$ cat src/hw/rtl/farm_pkg.sv
// Shared types and constants for the frame allocator with reverse map.
// Used by the channel interfaces, the controller, the datapath and the top level.
package farm_pkg;

  localparam int FRAME_COUNT = 128;
  localparam int FRAME_BYTES = 64;
  localparam int FIRST_FREE  = 3;

  localparam int ACTION_W = 2;
  localparam int PAGE_W   = 16;
  localparam int FRAME_W  = 7;
  localparam int BASE_W   = 13;

  localparam int IDX_W       = $clog2(FRAME_COUNT);
  localparam int OFFSET_W    = $clog2(FRAME_BYTES);
  localparam int GROUP_SIZE  = 8;
  localparam int BIT_W       = $clog2(GROUP_SIZE);
  localparam int GROUP_COUNT = FRAME_COUNT / GROUP_SIZE;
  localparam int GRP_W       = $clog2(GROUP_COUNT);

  // frames below FIRST_FREE are reserved at reset and never handed out
  localparam logic [FRAME_COUNT-1:0] RESERVED_MASK = FRAME_COUNT'((1 << FIRST_FREE) - 1);

  typedef enum logic [ACTION_W-1:0] {
    ACT_ALLOC = 2'd0,
    ACT_FREE  = 2'd1,
    ACT_QUERY = 2'd2,
    ACT_SPARE = 2'd3
  } action_t;

  typedef enum logic {
    ST_IDLE,
    ST_SEARCH
  } state_t;

  typedef struct packed {
    logic ready;
    logic commit;
  } cmd_t;

  typedef struct packed {
    logic slot_free;
  } sts_t;

endpackage

$ cat src/hw/rtl/farm_if.sv
// Request and result channel interfaces for the frame allocator.
// Widths come from farm_pkg.
interface farm_req_if;
  logic                          valid;
  logic                          ready;
  logic [farm_pkg::ACTION_W-1:0] action;
  logic [farm_pkg::PAGE_W-1:0]   owner_page;
  logic                          swap_ok;
  logic [farm_pkg::FRAME_W-1:0]  frame_in;

  modport source (output valid, action, owner_page, swap_ok, frame_in, input ready);
  modport sink   (input valid, action, owner_page, swap_ok, frame_in, output ready);
endinterface

interface farm_res_if;
  logic                         valid;
  logic                         ready;
  logic [farm_pkg::FRAME_W-1:0] frame_out;
  logic                         full_res;
  logic [farm_pkg::BASE_W-1:0]  base_address;
  logic [farm_pkg::PAGE_W-1:0]  owner_out;
  logic                         swappable_out;
  logic                         allocated_out;

  modport source (output valid, frame_out, full_res, base_address, owner_out,
                  swappable_out, allocated_out, input ready);
  modport sink   (input valid, frame_out, full_res, base_address, owner_out,
                  swappable_out, allocated_out, output ready);
endinterface

$ cat src/hw/rtl/frame_allocator_reverse_map.sv
// Top level of the frame allocator with reverse map.
// Instantiates farm_ctrl and farm_datapath; uses farm_pkg and farm_if.
//
// A request is handled in the accept cycle, which registers one free flag per
// group of eight frames and reads the owner table memory at frame_in, and then in
// the search state, which picks the lowest free group and bit, updates the allocated,
// swappable and owner state and loads the result register. A new request is
// taken in the cycle after the result is loaded, so a new request is not taken
// before the last one is through; a stalled result holds the search state until
// the result register frees. No clearing pass after reset.
module frame_allocator_reverse_map (
  input  logic clk,
  input  logic rst,
  farm_req_if.sink   req,
  farm_res_if.source res
);

  farm_pkg::cmd_t cmd;
  farm_pkg::sts_t sts;

  farm_ctrl u_ctrl (
    .clk       (clk),
    .rst       (rst),
    .req_valid (req.valid),
    .sts       (sts),
    .cmd       (cmd)
  );

  farm_datapath u_datapath (
    .clk (clk),
    .rst (rst),
    .cmd (cmd),
    .sts (sts),
    .req (req),
    .res (res)
  );

endmodule

$ cat src/hw/rtl/farm_ctrl.sv
// Controller for the frame allocator: takes a request, then commits it once
// the result register is free. Uses farm_pkg types.
module farm_ctrl (
  input  logic             clk,
  input  logic             rst,
  input  logic             req_valid,
  input  farm_pkg::sts_t   sts,
  output farm_pkg::cmd_t   cmd
);

  farm_pkg::state_t state, state_next;

  always_ff @(posedge clk) begin
    if (rst) begin
      state <= farm_pkg::ST_IDLE;
    end else begin
      state <= state_next;
    end
  end

  always_comb begin
    state_next = state;
    case (state)
      farm_pkg::ST_IDLE: begin
        if (req_valid) state_next = farm_pkg::ST_SEARCH;
      end
      farm_pkg::ST_SEARCH: begin
        if (sts.slot_free) state_next = farm_pkg::ST_IDLE;
      end
      default: state_next = farm_pkg::ST_IDLE;
    endcase
  end

  // no request is taken while reset is held
  always_comb begin
    cmd = '0;
    case (state)
      farm_pkg::ST_IDLE:   cmd.ready  = !rst;
      farm_pkg::ST_SEARCH: cmd.commit = sts.slot_free;
      default:             cmd = '0;
    endcase
  end

endmodule

$ cat src/hw/rtl/farm_datapath.sv
// Datapath of the frame allocator: allocated and written bits, owner table
// memory, two-level free-frame search and result register. Uses farm_pkg.
module farm_datapath (
  input  logic              clk,
  input  logic              rst,
  input  farm_pkg::cmd_t    cmd,
  output farm_pkg::sts_t    sts,
  farm_req_if.sink          req,
  farm_res_if.source        res
);

  localparam int ENTRY_W = farm_pkg::PAGE_W + 1;

  logic [farm_pkg::FRAME_COUNT-1:0] used;
  logic [farm_pkg::FRAME_COUNT-1:0] written;
  logic [ENTRY_W-1:0]               owner_mem [farm_pkg::FRAME_COUNT];

  logic [farm_pkg::ACTION_W-1:0]    r_action;
  logic [farm_pkg::PAGE_W-1:0]      r_page;
  logic                             r_swap;
  logic [farm_pkg::FRAME_W-1:0]     r_frame;
  logic [ENTRY_W-1:0]               rd_data;
  logic                             rd_written;
  logic [farm_pkg::GROUP_COUNT-1:0] group_any;
  logic [farm_pkg::GROUP_COUNT-1:0] group_any_next;

  logic                             out_valid;
  logic                             accepted;
  logic [farm_pkg::FRAME_COUNT-1:0] free_vec;
  logic [farm_pkg::GRP_W-1:0]       grp_sel;
  logic [farm_pkg::GROUP_SIZE-1:0]  grp_bits;
  logic [farm_pkg::BIT_W-1:0]       bit_sel;
  logic                             found;
  logic [farm_pkg::IDX_W-1:0]       alloc_idx;
  logic [farm_pkg::IDX_W-1:0]       req_idx;
  logic [farm_pkg::IDX_W-1:0]       r_idx;
  logic                             r_in_range;

  logic [farm_pkg::FRAME_W-1:0]     frame_res;
  logic                             full_bit;
  logic [farm_pkg::PAGE_W-1:0]      owner_res;
  logic                             swap_res;
  logic                             alloc_res;

  assign req.ready     = cmd.ready;
  assign accepted      = req.valid && cmd.ready;
  assign sts.slot_free = !out_valid || res.ready;

  assign req_idx    = farm_pkg::IDX_W'(req.frame_in);
  assign r_idx      = farm_pkg::IDX_W'(r_frame);
  assign r_in_range = 32'(r_frame) < farm_pkg::FRAME_COUNT;

  assign free_vec = ~used & ~farm_pkg::RESERVED_MASK;

  always_comb begin
    for (int k = 0; k < farm_pkg::GROUP_COUNT; k++) begin
      group_any_next[k] = |free_vec[k*farm_pkg::GROUP_SIZE +: farm_pkg::GROUP_SIZE];
    end
  end

  // second level of the search: lowest group with a free frame, then lowest bit
  always_comb begin
    grp_sel = '0;
    for (int k = farm_pkg::GROUP_COUNT - 1; k >= 0; k--) begin
      if (group_any[k]) grp_sel = farm_pkg::GRP_W'(k);
    end
    grp_bits = free_vec[{grp_sel, farm_pkg::BIT_W'(0)} +: farm_pkg::GROUP_SIZE];
    bit_sel  = '0;
    for (int b = farm_pkg::GROUP_SIZE - 1; b >= 0; b--) begin
      if (grp_bits[b]) bit_sel = farm_pkg::BIT_W'(b);
    end
  end

  assign found     = |group_any;
  assign alloc_idx = {grp_sel, bit_sel};

  always_comb begin
    frame_res = r_frame;
    full_bit  = 1'b0;
    owner_res = '0;
    swap_res  = 1'b0;
    alloc_res = 1'b0;
    if (r_action == farm_pkg::ACT_ALLOC) begin
      if (found) begin
        frame_res = farm_pkg::FRAME_W'(alloc_idx);
        owner_res = r_page;
        swap_res  = r_swap;
        alloc_res = 1'b1;
      end else begin
        frame_res = '0;
        full_bit  = 1'b1;
      end
    end else if (r_in_range) begin
      // unwritten entries read as the reset value
      owner_res = rd_written ? rd_data[farm_pkg::PAGE_W-1:0] : '0;
      swap_res  = rd_written & rd_data[farm_pkg::PAGE_W];
      alloc_res = (r_action == farm_pkg::ACT_FREE) ? 1'b0 : used[r_idx];
    end
  end

  always_ff @(posedge clk) begin
    if (rst) begin
      used      <= farm_pkg::RESERVED_MASK;
      written   <= '0;
      out_valid <= 1'b0;
    end else begin
      if (cmd.commit) begin
        out_valid <= 1'b1;
        if (r_action == farm_pkg::ACT_ALLOC) begin
          if (found) begin
            used[alloc_idx]    <= 1'b1;
            written[alloc_idx] <= 1'b1;
          end
        end else if (r_action == farm_pkg::ACT_FREE && r_in_range) begin
          used[r_idx] <= 1'b0;
        end
      end else if (res.ready) begin
        out_valid <= 1'b0;
      end
    end
  end

  always_ff @(posedge clk) begin
    if (cmd.commit && r_action == farm_pkg::ACT_ALLOC && found) begin
      owner_mem[alloc_idx] <= {r_swap, r_page};
    end
    if (accepted) begin
      rd_data <= owner_mem[req_idx];
    end
  end

  always_ff @(posedge clk) begin
    if (accepted) begin
      r_action   <= req.action;
      r_page     <= req.owner_page;
      r_swap     <= req.swap_ok;
      r_frame    <= req.frame_in;
      rd_written <= written[req_idx];
      group_any  <= group_any_next;
    end
    if (cmd.commit) begin
      res.frame_out     <= frame_res;
      res.full_res      <= full_bit;
      res.base_address  <= farm_pkg::BASE_W'(farm_pkg::BASE_W'(frame_res) << farm_pkg::OFFSET_W);
      res.owner_out     <= owner_res;
      res.swappable_out <= swap_res;
      res.allocated_out <= alloc_res;
    end
  end

  assign res.valid = out_valid;

endmodule

$ cat src/flat_wrapper.sv
// flat-port wrapper written by rule: the top's interface ports become plain ports
module frame_allocator_reverse_map_flat 
  (clk, rst, req_valid, req_action, req_owner_page, req_swap_ok, req_frame_in, req_ready, res_valid, res_frame_out, res_full_res, res_base_address, res_owner_out, res_swappable_out, res_allocated_out, res_ready);
  farm_req_if req_i ();
  farm_res_if res_i ();
  input  logic clk;
  input  logic rst;
  input wire logic [$bits(req_i.valid)-1:0] req_valid;
  input wire logic [$bits(req_i.action)-1:0] req_action;
  input wire logic [$bits(req_i.owner_page)-1:0] req_owner_page;
  input wire logic [$bits(req_i.swap_ok)-1:0] req_swap_ok;
  input wire logic [$bits(req_i.frame_in)-1:0] req_frame_in;
  output wire logic [$bits(req_i.ready)-1:0] req_ready;
  output wire logic [$bits(res_i.valid)-1:0] res_valid;
  output wire logic [$bits(res_i.frame_out)-1:0] res_frame_out;
  output wire logic [$bits(res_i.full_res)-1:0] res_full_res;
  output wire logic [$bits(res_i.base_address)-1:0] res_base_address;
  output wire logic [$bits(res_i.owner_out)-1:0] res_owner_out;
  output wire logic [$bits(res_i.swappable_out)-1:0] res_swappable_out;
  output wire logic [$bits(res_i.allocated_out)-1:0] res_allocated_out;
  input wire logic [$bits(res_i.ready)-1:0] res_ready;
  assign req_i.valid = req_valid;
  assign req_i.action = req_action;
  assign req_i.owner_page = req_owner_page;
  assign req_i.swap_ok = req_swap_ok;
  assign req_i.frame_in = req_frame_in;
  assign req_ready = req_i.ready;
  assign res_valid = res_i.valid;
  assign res_frame_out = res_i.frame_out;
  assign res_full_res = res_i.full_res;
  assign res_base_address = res_i.base_address;
  assign res_owner_out = res_i.owner_out;
  assign res_swappable_out = res_i.swappable_out;
  assign res_allocated_out = res_i.allocated_out;
  assign res_i.ready = res_ready;
  frame_allocator_reverse_map u_core (.clk(clk), .rst(rst), .req(req_i), .res(res_i));
endmodule
$ cat config.mk
export PLATFORM = sky130hd
export DESIGN_NAME = frame_allocator_reverse_map_flat
export DESIGN_NICKNAME = d
export VERILOG_FILES = /design/src/hw/rtl/farm_pkg.sv /design/src/hw/rtl/farm_if.sv /design/src/hw/rtl/frame_allocator_reverse_map.sv /design/src/hw/rtl/farm_ctrl.sv /design/src/hw/rtl/farm_datapath.sv /design/src/flat_wrapper.sv
export SDC_FILE = /design/constraint.sdc
export NUM_CORES = 2
export LEC_CHECK = 0
export ABC_AREA = 1
export BUFFER_PORTS_ARGS = -buffer_cell sky130_fd_sc_hd__buf_2
export CORE_MARGIN = 5
export CORE_UTILIZATION = 35
export CTS_CLUSTER_SIZE = 28
export DETAILED_ROUTE_END_ITERATION = 8
export HOLD_SLACK_MARGIN = 0.06
export PLACE_DENSITY = 0.61
export REMOVE_ABC_BUFFERS = 1
export SLEW_MARGIN = 30
export SYNTH_ARGS = -nofsm -noshare
export SYNTH_HDL_FRONTEND = slang
export SYNTH_SLANG_ARGS = --single-unit
export TNS_END_PERCENT = 100
$ cat constraint.sdc
create_clock -name clk -period 4.2 [get_ports clk]
set_input_delay 0 -clock clk [delete_from_list [all_inputs] [get_ports clk]]
set_output_delay 0 -clock clk [all_outputs]
set_load 0.02 [all_outputs]
Word-level counts from Yosys, hierarchy flattened:

Memory sizes are Yosys's and may differ from the RTL's. A register that Yosys moved wholly into a read port is not among the register bits.
Index checks and enable logic that the tools add are counted.
Widths: inputs -> output; s select.

* bits in registers: 327
* bits in latches: 0
* bits in writable memories: 2176
* bits in read-only memories: 0
* logic and storage cells: 116
* memories kept: 1

Memories
* u_core.u_datapath.owner_mem: depth 128, bits a word 17, read ports 1, clocked after Yosys merged registers in 1, wr ports 1, line farm_datapath.sv:16 `logic [ENTRY_W-1:0] owner_mem [farm_pkg::FRAME_COUNT];`

* $add $sub $neg: 0
* multiply operators: 0
* div/mod/pow operators: 0
* magnitude comparators: 5
* equal/unequal tests: 2
* shifts and indexed selects: 1
* multiplexer cells: 55
* bitwise operators: 7
* reduce and logical (&&, ||, !) cells: 30

Operators with widths (number)
* $mux 128: 3
* $not 128->128: 2
* $or 128x128->128: 2
* $and 128x128->128: 1
* $shiftx 128x8->8: 1
* $reduce_or 8->1: 15
* $mux 4: 16
* $mux 16: 3
* $lt 7x8->1 const B: 3
* $mux 3: 8
* $mux 1: 18
* $reduce_or 16->1: 1
* $bmux 1 s7: 2
* $demux 1 s7: 2
* $ge 7x1->1 const B: 2
* $mux 7: 2
* $reduce_and 3->1: 2
* $logic_and 1x1->1: 5
* $reduce_or 5->1: 1
* $reduce_bool 2->1: 2
* $eq 2x1->1 const B: 1
* $logic_not 1->1: 2
* $logic_not 2->1: 1
* $ne 2x2->1 const B: 1
* 4 further kinds: 4

Longest topological paths before layout:

* word-level depth: 32
* gate-level depth with buffers: 35
* mapped depth without buffers: 33

By module:

Synthesis repeated with hierarchy kept, for this count alone.

* cells, all modules: 8850
* area, all modules: 102811.1 µm²

Modules (own cells, without submodules)
* farm_datapath: times used 1, cells an instance 8842, area an instance 102764.8 µm², seq. area each 73070.1 µm²
* farm_ctrl: times used 1, cells an instance 8, area an instance 46.3 µm², seq. area each 20.0 µm²

Worst setup path after synthesis:

OpenSTA, ideal clock, no wires.

* path kind: flip-flop to flip-flop
* start: reg u_core.u_datapath.out_valid (netlist: u_core.u_datapath.res.valid)
* end: mem u_core.u_datapath.owner_mem[107][0] in the netlist's numbering (enable)
* library setup time: 392 ps
* arrival: 3394 ps
* required time: 3808 ps
* path slack: 414 ps
* cell stages (with the launch flop): 10
* buffers on the path: 2
* clock period less this slack: 3786 ps
* cell sequence: dfxtp_1 inv_1 nor2_1 nor2_1 inv_1 nor2_1 inv_1 clkbuf_1 clkbuf_1 nor2_1

RTL lines
* from (decl): line farm_datapath.sv:27 `logic out_valid;`
* from (signal assigned): line farm_datapath.sv:105 `out_valid <= 1'b0;`
* from (signal assigned): line farm_datapath.sv:108 `out_valid <= 1'b1;`
* from (signal assigned): line farm_datapath.sv:118 `out_valid <= 1'b0;`
* to (decl): line farm_datapath.sv:16

Worst setup path in the final report:

* start: reg u_core.u_datapath.group_any[15] in the netlist's numbering
* end: mem u_core.u_datapath.owner_mem[85][3] in the netlist's numbering (enable)

* word-level cells in the longest chain between the ends: 25
* elaborated cells on any way between the ends: 29

RTL lines
* from (decl): line farm_datapath.sv:24 `logic [farm_pkg::GROUP_COUNT-1:0] group_any;`
* from (signal assigned): line farm_datapath.sv:139 `group_any <= group_any_next;`
* $mux 4 (16 in series): line farm_datapath.sv:65 `if (group_any[k]) grp_sel = farm_pkg::GRP_W'(k);`
* $shiftx 128x8->8: line farm_datapath.sv:67 `grp_bits = free_vec[{grp_sel, farm_pkg::BIT_W'(0)} +: farm_pkg::GROUP_SIZE];`
* $mux 3 (8 in series): line farm_datapath.sv:70 `if (grp_bits[b]) bit_sel = farm_pkg::BIT_W'(b);`

Parallel ways exist; a longest one is shown, timed or not.

==> impl_results.md <==
* Worst-skew pair later-pin latency at 0.95 ns
* Gr usage total at a little over a fifth
* Clock-pin slew on the worst setup and hold paths at approximately 0.060 ns
* Final Hold Viols at 0
* Num ports at 71
* Power per cell area at ~440 mW/mm2
* Clock sinks at around 2500
* Final core occ at ~40%
* Maxcap violations at 0
* Worst slew margin at between 20% and 30%
* Syn_area_per_cell at 11.63 um2
* Yosys top cell area share at roughly 66%
* Most frequent cell after synthesis: edfxtp_1
* Starting Density at between 30% and 40%
* DRT Pass-1 Iters at 6
* Cells after synthesis at 8829
* CTS tree: built
* WS Path Type: flop to flop
* Synth cell count leaders: edfxtp_1, nor2_1, o21ai_0
* Largest net degree at the start of global routing at about 150
* RD Place Congestion at just under 1
* Yosys warnings at 0
* Final Worst Setup Slack at ~0.3 ns
* CTS max path bufs at 4
* DP Area at ~0.11 mm2
* Yosys reg bits at between 2000 and 3000
* Post-synth EDFFs at ~2300
* Cell variety after synth at 44
* Worst Hold Margin at 0.1806 ns
* Worst Path Required at about 4.8 ns
* Arr. time, crit path at between 4 and 5 ns
* H-tree depth at 4
* CTS Buf Count at 247
* Top FF cell, synth: edfxtp_1
* I/O Buffers at 64
* Worst slew pin tran at approximately 1.1 ns
* Pre-CTS setup slack at 0.3104 ns
* WL per Instance at about 26 um
* Row cnt at slightly below 200
* Routed Antenna Nets at 0
* Antenna violations before repair at 11
* Multi-input gate area at 0.02583 mm2
* Clock root buffer: clkbuf_16
* Hold Path Class: input port to flop
* Status: completed
* Minimum clock period at roughly 3.9 ns
* Ys async rst share at 0%
* Global-route wire length before repair at about 490000 um
* Leak at ~0.039 uW
* Post-DP HPWL at 213800 um
* Routed vias/inst at roughly 5.7
* Largest area contributor in the netlist: edfxtp_1
* Setup crit end kind: flop
* Worst Setup Start Kind: flop
* Setup violators final at 0
* Final period util at roughly 93%
* Die width at roughly 550 um
* Reg-to-reg slack, setup at 0.31 ns
* Share of cells above drive strength 1 at between 10% and 20%
* CORE AREA at 0.2931 mm2
* Die H at about 550 um
* Worst clock skew at about 0.075 ns
* Critical path peak fanout at 18
* Syn Std Cell Area at between 0.1 and 0.15 mm2
* Register Area at ~0.073 mm2
* Post-synthesis sequential area ratio at 71.16%
* FMAX at about 0.26 GHz
* DR vias at between 70000 and 80000
* Peak VDD IR at about 0.40 mV
* Routed WL at around 340000 um
* Number of global-route vias before repair at 70700
* Nets@finish at slightly above 9000
* DRT iter0 DRCs at 10390
* Total die area at 0.3044 mm2
* Slew Limit Fails at 0
* Total grt overflow at 0
* DRC at 0
* Synth area leaders: edfxtp_1, o21ai_0, nor2_1
* Fill cells at 27130
* Post-route cell area at 0.1207 mm2
* Layout area overhead at 17.55%
metrics by stage:
| step | std cells | TNS, ns | power, uW |
|---|---|---|---|
| 2_1_floorplan | 8178 | -6012.95 | 29500 |
| 3_3_place_gp | 12680 | 0 | 31100 |
| 3_5_place_dp | 12680 | 0 | 31130 |
| 4_1_cts | 13190 | 0 | 53180 |
| 5_1_grt | 13190 | -0.02633 | 54490 |
| 6_report | 13200 | 0 | 52980 |
logic make-up (layout without fill, tap and decap cells):
kind of cell | after synthesis | count (layout) | share of synthesized area, %
buffers and inverters | 1071 | 1472 | 4.062
AOI/OAI and AO/OA | 2785 | 2785 | 14.87
other | 1 | 47 | 0.003651
DFF | 2520 | 2520 | 71.16
and+or+nand+nor | 2452 | 2452 | 9.912
routing by layer:
metal  global-route usage [%]  routed length (um)  up-vias
met4                    8.769               16240        4
met2                    34.42              157800     4124
met5                        0                  11        -
li1                         -                   -    32940
met3                    3.910               31750      750
met1                    29.67              137100    37650
layout make-up:
class	instances	area share (%)
sequential	2520	60.53
multi-input combinational	5277	21.39
timing repair buffer	641	6.135
clock buffer	333	5.604
tap	3919	4.061
inverter	381	1.206
clock inverter	117	1.054
antenna	7	0.01451
state kept, by name, summed over array words and instances (netlist names):
register / count
u_core.u_datapath.used: 128
u_core.u_datapath.res.valid: 1
u_core.u_datapath.written: 128
u_core.u_datapath.rd_written: 1
u_core.u_datapath.r_swap: 1
u_core.u_datapath.r_frame: 7
u_core.u_datapath.res.full_res: 1
u_core.u_datapath.res.swappable_out: 1
u_core.u_ctrl.state: 1
u_core.u_datapath.res.allocated_out: 1
u_core.u_datapath.res.frame_out: 7
u_core.u_datapath.res.owner_out: 16
u_core.u_datapath.group_any: 16
u_core.u_datapath.owner_mem: 2176
u_core.u_datapath.rd_data: 17
u_core.u_datapath.r_action: 2
u_core.u_datapath.r_page: 16
worst max-delay path, cell delays in order (launching register included):
cell	delay, ns
edfxtp_1	0.41
inv_1	0.08
nand2_1	0.07
nand3_1	0.07
nand3_1	0.07
nand3_1	0.07
nand3_1	0.07
nand2_1	0.12
a21oi_4	0.07
buf_12	0.15
nand2_1	0.26
inv_2	0.10
nand2_1	0.13
inv_2	0.05
nand2_1	0.13
nand3_1	0.09
nor2_1	0.12
nand3_1	0.11
nor2_2	0.20
nand3_1	0.19
nor2_4	0.21
buf_12	0.25
nand4_1	0.18
nor2_2	0.16
buf_12	0.19
what timing repair did:
item,CTS,global route
endpoints found under the hold margin,260,0
hold buffers,56,0
endpoints found under the setup margin,0,84
setup buffers,0,2
gates resized for setup,0,6
report_power, final:
| group | internal (uW) | switching [uW] | leakage [uW] |
|---|---|---|---|
| logic | 842 | 2550 | 0.0128 |
| registers | 27300 | 54.9 | 0.0224 |
| clock network | 12700 | 9550 | 0.00392 |
| total | 40800 | 12200 | 0.0392 |
cells in the final DEF, fill, tap and decap left out, types with 8 or more instances in the layout:
cell and instances:
edfxtp_1 2262, nor2_1 1767, o21ai_0 1577, o22ai_1 735, inv_1 352, a21oi_1 349
buf_4 314, dfxtp_1 258, clkbuf_16 249, nand4_1 241, nand2_1 209, buf_12 203
nand3_1 109, clkbuf_1 62, buf_2 58, dlygate4sd3_1 55, nor2_2 46, conb_1 40
clkinv_2 38, clkinv_1 37, o32ai_1 34, nor4_1 30, bufinv_16 24, clkbuf_8 22
inv_2 20, a32o_1 17, o31ai_1 15, nand3b_1 13, o41ai_1 13, nor3_2 10
nor3_1 8, a221oi_1 8
worst paths after layout:
check | from | to | depth (start not counted)
worst max-delay path | u_core.u_datapath.group_any[15]$_DFFE_PP_ | u_core.u_datapath.owner_mem[85][3]$_DFFE_PP_ | 24
worst min-delay path | req_frame_in[6] | u_core.u_datapath.r_frame[6]$_DFFE_PP_ | 2
worst max register to register | u_core.u_datapath.group_any[15]$_DFFE_PP_ | u_core.u_datapath.owner_mem[85][3]$_DFFE_PP_ | 24
worst min register to register | u_core.u_datapath.written[1]$_SDFFE_PP0P_ | u_core.u_datapath.written[1]$_SDFFE_PP0P_ | 2
Power figures use the tool's default switching activity.
